`src/rtl/ssd_pkg.sv`:
```
// shared constants, control types and command/status structs of the shift-subtract divider
`default_nettype none

package ssd_pkg;

    // datapath width; operands are truncated or zero-extended to this width
    localparam int DATA_WIDTH  = 32;
    // width of the operand and result fields on the ports
    localparam int FIELD_WIDTH = 32;
    // step counter width, counts DATA_WIDTH-1 down to 0
    localparam int CNT_W       = (DATA_WIDTH > 1) ? $clog2(DATA_WIDTH) : 1;

    typedef enum logic [2:0] {
        ST_IDLE = 3'b001,
        ST_RUN  = 3'b010,
        ST_DONE = 3'b100
    } ctrl_state_t;

    // controller to datapath
    typedef struct packed {
        logic load;
        logic step;
        logic emit;
    } ssd_cmd_t;

    // datapath to controller
    typedef struct packed {
        logic last;
    } ssd_status_t;

endpackage

`default_nettype wire

```
`src/rtl/shift_subtract_divider.sv`:
```
// top level of the unsigned shift-subtract divider
//
// usage
//   input channel: s_valid/s_ready carry one request of s_dividend and
//   s_divisor, both unsigned; a request is taken when both are high
//   result channel: m_valid/m_ready carry m_quotient, m_remainder and
//   m_divide_by_zero; a zero divisor returns quotient 0, remainder equal
//   to the dividend and the flag set
// sequencing
//   one request at a time: the accepting edge loads the operands, then
//   each step retires one quotient bit through a single compare-and-subtract,
//   then the answer moves to the output register once that register is
//   free; m_valid rises as the answer is written there, and s_ready
//   returns with it
// stalls
//   the output register holds a finished result while the divider takes
//   and works on the next request; a second result waits in the datapath
//   until the first is taken, and nothing is dropped
// reset
//   aresetn is synchronous, active low; it returns the controller to idle
//   and clears m_valid; operand and result registers are not reset
`default_nettype none

module shift_subtract_divider (
    input  wire logic                            aclk,
    input  wire logic                            aresetn,
    input  wire logic                            s_valid,
    output logic                                 s_ready,
    input  wire logic [ssd_pkg::FIELD_WIDTH-1:0] s_dividend,
    input  wire logic [ssd_pkg::FIELD_WIDTH-1:0] s_divisor,
    output logic                                 m_valid,
    input  wire logic                            m_ready,
    output logic [ssd_pkg::FIELD_WIDTH-1:0]      m_quotient,
    output logic [ssd_pkg::FIELD_WIDTH-1:0]      m_remainder,
    output logic                                 m_divide_by_zero
);

    // commands from the sequencer and step status back from the datapath
    ssd_pkg::ssd_cmd_t    cmd;
    ssd_pkg::ssd_status_t status;

    // state machine: idle, run DATA_WIDTH steps, hand off to the output register
    ssd_ctrl u_ctrl (
        .aclk    (aclk),
        .aresetn (aresetn),
        .s_valid (s_valid),
        .s_ready (s_ready),
        .m_valid (m_valid),
        .m_ready (m_ready),
        .cmd     (cmd),
        .status  (status)
    );

    // restoring division datapath with its result register
    ssd_datapath u_datapath (
        .aclk           (aclk),
        .cmd            (cmd),
        .status         (status),
        .dividend       (s_dividend),
        .divisor        (s_divisor),
        .quotient       (m_quotient),
        .remainder      (m_remainder),
        .divide_by_zero (m_divide_by_zero)
    );

endmodule

`default_nettype wire

```
`src/rtl/ssd_datapath.sv`:
```
// datapath: restoring shift-subtract division registers and the result register
`default_nettype none

module ssd_datapath (
    input  wire logic                          aclk,
    input  wire ssd_pkg::ssd_cmd_t             cmd,
    output ssd_pkg::ssd_status_t               status,
    input  wire logic [ssd_pkg::FIELD_WIDTH-1:0] dividend,
    input  wire logic [ssd_pkg::FIELD_WIDTH-1:0] divisor,
    output logic [ssd_pkg::FIELD_WIDTH-1:0]    quotient,
    output logic [ssd_pkg::FIELD_WIDTH-1:0]    remainder,
    output logic                               divide_by_zero
);

    logic [ssd_pkg::DATA_WIDTH-1:0]  rem_reg, rem_next;
    logic [ssd_pkg::DATA_WIDTH-1:0]  quo_reg, quo_next;
    logic [ssd_pkg::DATA_WIDTH-1:0]  dsr_reg, dsr_next;
    logic [ssd_pkg::CNT_W-1:0]       cnt_reg, cnt_next;
    logic                            dbz_reg, dbz_next;
    logic [ssd_pkg::FIELD_WIDTH-1:0] out_quo_reg, out_quo_next;
    logic [ssd_pkg::FIELD_WIDTH-1:0] out_rem_reg, out_rem_next;
    logic                            out_dbz_reg, out_dbz_next;

    logic [ssd_pkg::DATA_WIDTH:0]    shifted;
    logic [ssd_pkg::DATA_WIDTH:0]    diff;
    logic                            fits;

    // partial remainder shifted left with the next dividend bit
    assign shifted = {rem_reg, quo_reg[ssd_pkg::DATA_WIDTH-1]};
    assign diff    = shifted - {1'b0, dsr_reg};
    assign fits    = ~diff[ssd_pkg::DATA_WIDTH];

    always_comb begin
        rem_next     = rem_reg;
        quo_next     = quo_reg;
        dsr_next     = dsr_reg;
        cnt_next     = cnt_reg;
        dbz_next     = dbz_reg;
        out_quo_next = out_quo_reg;
        out_rem_next = out_rem_reg;
        out_dbz_next = out_dbz_reg;
        if (cmd.load) begin
            rem_next = '0;
            quo_next = ssd_pkg::DATA_WIDTH'(dividend);
            dsr_next = ssd_pkg::DATA_WIDTH'(divisor);
            cnt_next = ssd_pkg::CNT_W'(ssd_pkg::DATA_WIDTH - 1);
            dbz_next = (ssd_pkg::DATA_WIDTH'(divisor) == '0);
        end else if (cmd.step) begin
            cnt_next = cnt_reg - ssd_pkg::CNT_W'(1);
            // zero divisor: hold the dividend untouched
            if (!dbz_reg) begin
                if (fits) begin
                    rem_next = diff[ssd_pkg::DATA_WIDTH-1:0];
                end else begin
                    rem_next = shifted[ssd_pkg::DATA_WIDTH-1:0];
                end
                quo_next = {quo_reg[ssd_pkg::DATA_WIDTH-2:0], fits};
            end
        end
        if (cmd.emit) begin
            out_dbz_next = dbz_reg;
            if (dbz_reg) begin
                out_quo_next = '0;
                out_rem_next = ssd_pkg::FIELD_WIDTH'(quo_reg);
            end else begin
                out_quo_next = ssd_pkg::FIELD_WIDTH'(quo_reg);
                out_rem_next = ssd_pkg::FIELD_WIDTH'(rem_reg);
            end
        end
    end

    always_ff @(posedge aclk) begin
        rem_reg     <= rem_next;
        quo_reg     <= quo_next;
        dsr_reg     <= dsr_next;
        cnt_reg     <= cnt_next;
        dbz_reg     <= dbz_next;
        out_quo_reg <= out_quo_next;
        out_rem_reg <= out_rem_next;
        out_dbz_reg <= out_dbz_next;
    end

    assign status.last    = (cnt_reg == '0);
    assign quotient       = out_quo_reg;
    assign remainder      = out_rem_reg;
    assign divide_by_zero = out_dbz_reg;

endmodule

`default_nettype wire

```
`src/rtl/ssd_ctrl.sv`:
```
// controller: sequencing state machine and result valid flag
`default_nettype none

module ssd_ctrl (
    input  wire logic                 aclk,
    input  wire logic                 aresetn,
    input  wire logic                 s_valid,
    output logic                      s_ready,
    output logic                      m_valid,
    input  wire logic                 m_ready,
    output ssd_pkg::ssd_cmd_t         cmd,
    input  wire ssd_pkg::ssd_status_t status
);

    ssd_pkg::ctrl_state_t state_reg, state_next;
    logic                 m_valid_reg, m_valid_next;
    logic                 slot_free;

    assign slot_free = ~m_valid_reg | m_ready;

    always_comb begin
        state_next   = state_reg;
        m_valid_next = m_valid_reg & ~m_ready;
        cmd          = '0;
        s_ready      = 1'b0;
        case (state_reg)
            ssd_pkg::ST_IDLE: begin
                s_ready = 1'b1;
                if (s_valid) begin
                    cmd.load   = 1'b1;
                    state_next = ssd_pkg::ST_RUN;
                end
            end
            ssd_pkg::ST_RUN: begin
                cmd.step = 1'b1;
                if (status.last) begin
                    state_next = ssd_pkg::ST_DONE;
                end
            end
            ssd_pkg::ST_DONE: begin
                if (slot_free) begin
                    cmd.emit     = 1'b1;
                    m_valid_next = 1'b1;
                    state_next   = ssd_pkg::ST_IDLE;
                end
            end
            default: begin
                state_next = ssd_pkg::ST_IDLE;
            end
        endcase
    end

    always_ff @(posedge aclk) begin
        if (!aresetn) begin
            state_reg   <= ssd_pkg::ST_IDLE;
            m_valid_reg <= 1'b0;
        end else begin
            state_reg   <= state_next;
            m_valid_reg <= m_valid_next;
        end
    end

    assign m_valid = m_valid_reg;

endmodule

`default_nettype wire

```
`config.mk`:
```
export PLATFORM = sky130hd
export DESIGN_NAME = shift_subtract_divider
export DESIGN_NICKNAME = d
export VERILOG_FILES = /design/src/rtl/ssd_pkg.sv /design/src/rtl/shift_subtract_divider.sv /design/src/rtl/ssd_datapath.sv /design/src/rtl/ssd_ctrl.sv
export SDC_FILE = /design/constraint.sdc
export NUM_CORES = 1
export LEC_CHECK = 0
export ABC_AREA = 0
export BUFFER_PORTS_ARGS = -buffer_cell sky130_fd_sc_hd__buf_4
export CAP_MARGIN = 20
export CELL_PAD_IN_SITES_DETAIL_PLACEMENT = 2
export CELL_PAD_IN_SITES_GLOBAL_PLACEMENT = 2
export CORE_ASPECT_RATIO = 0.8
export CORE_MARGIN = 3
export CORE_UTILIZATION = 41
export CTS_CLUSTER_SIZE = 20
export DETAILED_ROUTE_END_ITERATION = 7
export PLACE_DENSITY_LB_ADDON = 0.1
export REMOVE_ABC_BUFFERS = 1
export SYNTH_ARGS = -nofsm -noshare
export SYNTH_HDL_FRONTEND = slang
export SYNTH_HIERARCHICAL = 1
export SYNTH_SLANG_ARGS = --single-unit
```
`constraint.sdc`:
```
create_clock -name aclk -period 9.8 [get_ports aclk]
set_clock_uncertainty 0.1 [all_clocks]
set_input_delay 2.94 -clock aclk [delete_from_list [all_inputs] [get_ports aclk]]
set_output_delay 2.94 -clock aclk [all_outputs]
set_load 0.01 [all_outputs]
```
==> run summary, run 1 <==
synthesis-stage register bit count - 171
Final ANT Viol Nets - 0
# fillers - 2104
Vias - 6913
worst skew pair latency - 440 ps
Required @ worst endpoint - 10010 ps
post-CTS setup buffer count - 0
initial antenna violation count - 0
register area share after synthesis - 53.0%
commonest non-fill, non-tap cell in the layout - buf_4
post-DP HPWL - 21400 um
WL/cell - 25.1 um
CP Cell Sequence - buf_4 -> and2_4 -> nand3b_1 -> or4_1 -> o311ai_0
Placed Instances - 1155
Max-cap violations - 0
HP Class - flip-flop to flip-flop
Tot GR Track Use - 25.6%
Area Overhead vs Synth - 20.5%
CTS Sinks - 171
CTS tree - built
fmax - 205 MHz
initial core utilization - 42.4%
Final TNS setup - 0 ps
Reg clk slew, reported paths - 70 ps
VDD IR max - 0.0718 mV
CTS buffer count - 17
fraction of layout cells with a size suffix above 1 - 27.6%
largest net degree at the start of global routing - 76
Max clock buf depth - 2
final count of hold timing violations - 0
leakage power - 4.13 nW
Max FO, Critical Path - 75
Synth top area share - 43.8%
site row count - 47
chip height - 138 um
GPL Wtd Cong - 0.831
I/O pin cnt - 135
die area - 23500 um^2
Final period util - 49.8%
min Tclk post-route - 4880 ps
final WL - 29900 um
layout net count - 1009
Slew Viols, Final - 0
RSZ-0062 raised after global routing - no
hold buffers post-CTS - 0
Die Width - 171 um
CP startpoint - s_valid
cts repair resizes - 0
Pwr Density - 155 nW/um^2
Worst setup SP type - input port
Detailed Routing Iterations Pass 1 - 5
most frequent cells in the layout - buf_4 (141), edfxtp_1 (130), nand2_1 (78)
Post-Synthesis Cell Area - 8910 um^2
Post-synth EDFFs - 130
port bufs - 134
Final setup viols - 0
Layout Cells excl Fill - 1189
area leader, netlist - edfxtp_1
ANT cells - 0
Worst-Margin Slew - 1060 ps
Hold Crit Start - u_datapath/rem_reg[7]
drt first-iter violations - 522
status - completed
leading post-synthesis cells by cell area - edfxtp_1 (44%), dfxtp_1 (9.2%), mux2_2 (7.8%), ha_1 (4.6%), nand2_1 (3.3%)
hold slack - 461 ps
CP max stage cell - nand3b_1
Top FF cell, synth - edfxtp_1
Setup CP Type - input port to flip-flop
ys async rst share - 0%
worst reg-to-reg setup slack - 5640 ps
vias per cell - 5.81
slew margin rel. - 29.3%
Placed Area - 10100 um^2
Root Buffer - clkbuf_16
CP arrival - 5090 ps
Mapped Avg Cell Area - 11.3 um^2
CP peak stage delay - 770 ps
core area - 21000 um^2
total gr overflow - 0
vias in the first global route - 7429
final core utilization - 51.2%
first-pass GRT wire length - 45600 um
Final Cell Area - 10700 um^2
DRC violations left - 0
Worst setup EP type - flip-flop
synth warn - 6
Synth cell types - 69
Worst R2R Start - u_datapath/quo_reg[31]
Post-Syn Instances - 789
H-tree depth - 4
-- final timing paths --
path / end / cells after the start
max: u_datapath/rem_reg[8] / 5
min: u_datapath/rem_reg[7] / 2
max reg2reg: u_datapath/rem_reg[8] / 12
min reg2reg: u_datapath/rem_reg[7] / 2
-- synthesized netlist by cell type (10+ instances only) --
library cell / count
o21ai_0: 23
nor2_1: 29
xnor2_1: 15
a21oi_1: 45
nor2b_1: 35
inv_1: 43
dfxtp_1: 41
nor3_1: 13
nand2_1: 78
nand2b_1: 10
clkbuf_1: 25
nand3_1: 12
buf_2: 10
nor4_1: 11
mux2_2: 62
o211ai_1: 19
edfxtp_1: 130
ha_1: 33
nand4_1: 17
-- layer usage --
layer / track usage, % / vias to the layer above / routed length (um)
met5: 0 / - / 0
met4: 6.21 / 0 / 352
met3: 3.79 / 21 / 1280
met2: 42.5 / 188 / 14200
met1: 35.6 / 3526 / 14000
li1: - / 3178 / -
-- final cells by class --
cell class	count	area [um^2]	area share (%)
Sequential cell	171	4720	44.0
Multi-Input combinational cell	531	3840	35.8
Clock inverter	14	145	1.35
Inverter	43	161	1.50
Tap cell	269	337	3.13
Timing Repair Buffer	143	1100	10.3
Clock buffer	18	429	4.00
-- through the flow --
stage | power [W] | setup slack (ps)
floorplan | 0.000936 | 2840
global placement | 0.000989 | 4590
detailed placement | 0.00101 | 4410
CTS | 0.00168 | 4890
global route | 0.00172 | 4780
finish | 0.00166 | 4920
-- power by group --
| part | leakage [nW] | switching (W) | internal (W) |
|---|---|---|---|
| logic | 2.31 | 0.0000920 | 0.0000717 |
| registers | 1.54 | 0.0000169 | 0.000813 |
| clock network | 0.277 | 0.000330 | 0.000340 |
| total | 4.13 | 0.000439 | 0.00123 |
-- cells by family (layout without fill, tap and decap cells) --
kind of cell	Yosys count	after routing	share of synthesized area [%]
buffers and inverters	87	218	4.06
DFF	171	171	53.0
AOI/OAI and AO/OA	172	172	13.9
adders and majority gates	34	34	4.86
and+or+nand+nor	235	235	13.5
xor gates and xnor gates	24	24	2.36
muxes	66	66	8.28
-- worst max-delay path, delay by kind of cell --
family	cells	cell delay, ps
and+or+nand+nor	3	1860
buffers and inverters	1	120
AOI/OAI and AO/OA	1	120
Note: power is estimated with default switching activity, not from simulation.
==> run 2, diff against run 1 <==
- CORE_UTILIZATION: 41 -> 34
- clock period: 9.8 -> 4.45 ns (I/O delays scaled with it)
==> run summary, run 2 (synthesis results as in run 1) <==
Vias - 6822
final count of hold timing violations - 0
fraction of layout cells with a size suffix above 1 - 28.1%
CTS Sinks - 171
site row count - 52
Worst setup EP type - flip-flop
Max-cap violations - 0
Register Area - 4720 um^2
Required @ worst endpoint - 4640 ps
Detailed Routing Iterations Pass 1 - 5
VDD IR max - 0.253 mV
hold buffers post-CTS - 0
ANT cells - 0
leakage power - 4.17 nW
fmax - 267 MHz
final WL - 28800 um
die area - 28200 um^2
post-DP HPWL - 21500 um
Final ANT Viol Nets - 0
vias in the first global route - 7266
Reg clk slew, reported paths - 70 ps
drt first-iter violations - 404
worst skew pair latency - 440 ps
first-pass GRT wire length - 44300 um
initial antenna violation count - 0
layout net count - 1015
Max clock buf depth - 2
RSZ-0062 raised after global routing - no
HP Class - flip-flop to flip-flop
Final period util - 84.2%
port bufs - 134
min Tclk post-route - 3750 ps
Final setup viols - 0
Root Buffer - clkbuf_16
chip height - 151 um
cts repair resizes - 0
slew margin rel. - 38.1%
WL/cell - 22.6 um
vias per cell - 5.35
I/O pin cnt - 135
CP Cell Sequence - inv_1 -> ha_1 -> fa_1 -> nand2b_1 -> a211oi_2 -> nor4_1 -> o31a_4 -> a2111oi_4 -> nor3_2 -> nor2_2 -> buf_12 -> o311ai_0
Die Width - 187 um
most frequent cells in the layout - buf_4 (148), edfxtp_1 (130), nand2_1 (78)
Setup CP Type - flip-flop to flip-flop
Worst setup SP type - flip-flop
Area Overhead vs Synth - 22.4%
CTS tree - built
commonest non-fill, non-tap cell in the layout - buf_4
DRC violations left - 0
status - completed
Worst-Margin Slew - 929 ps
Slew Viols, Final - 0
Pwr Density - 342 nW/um^2
GPL Wtd Cong - 0.858
CTS buffer count - 17
Max FO, Critical Path - 18
initial core utilization - 34.9%
post-CTS setup buffer count - 0
H-tree depth - 4
CP arrival - 3930 ps
# fillers - 2675
CP peak stage delay - 450 ps
total gr overflow - 0
hold slack - 434 ps
CP max stage cell - a2111oi_4
Tot GR Track Use - 20.4%
Multi-input gate area - 3840 um^2
largest net degree at the start of global routing - 69
core area - 25600 um^2
total power - 0.00374 W
-- run 2: layout make-up --
type                       count  share of cell area [%]
sequential                   171                    43.3
clock buffer                  17                    3.90
tap                          351                    4.03
multi-input combinational    531                    35.2
timing repair buffer         149                    10.4
clock inverter                14                    1.69
inverter                      43                    1.48
-- run 2: where the power goes --
| group | internal, W | switching, W | total, W | leakage, nW |
|---|---|---|---|---|
| Sequential | 0.00179 | 0.0000366 | 0.00183 | 1.54 |
| Combinational | 0.000159 | 0.000197 | 0.000356 | 2.34 |
| Clock | 0.000851 | 0.000702 | 0.00155 | 0.288 |
| Total | 0.00280 | 0.000935 | 0.00374 | 4.17 |
-- run 2: worst paths after layout --
kind                                              from                     to  slack [ps]  cells past startpoint
worst max-delay path            u_datapath/quo_reg[31]  u_datapath/rem_reg[8]         700                     12
worst min-delay path             u_datapath/rem_reg[0]  u_datapath/rem_reg[0]         430                      2
worst max register to register  u_datapath/quo_reg[31]  u_datapath/rem_reg[8]         700                     12
worst min register to register   u_datapath/rem_reg[0]  u_datapath/rem_reg[0]         430                      2
-- run 2: worst max-delay path, delay by kind of cell, from the launching register on --
family	cells	cell delay [ps]
AO/OA/AOI/OAI	4	1250
AND/OR/NAND/NOR	4	940
adder cells (fa/ha/maj)	2	630
flip-flops	1	360
buffers and inverters	2	290
-- run 2: metal layers --
layer	vias to the layer above	global-route usage [%]	wire, um
li1	3189	-	-
met5	-	0	0
met3	25	3.49	1150
met1	3455	29.3	14300
met4	0	5.18	364
met2	153	32.3	12900
-- run 2: metrics by stage --
step | instance area, um^2 | setup TNS (ps) | setup slack (ps) | utilization, % | std cells
5_1_grt | 10900 | 0 | 339 | 42.7 | 1276
3_5_place_dp | 10300 | 0 | 698 | 40.3 | 1245
2_1_floorplan | 8710 | -83110 | -900 | - | 745
6_report | 10900 | 0 | 704 | 42.7 | 1276
3_3_place_gp | 10300 | 0 | 872 | 40.3 | 1245
4_1_cts | 10900 | 0 | 661 | 42.7 | 1276
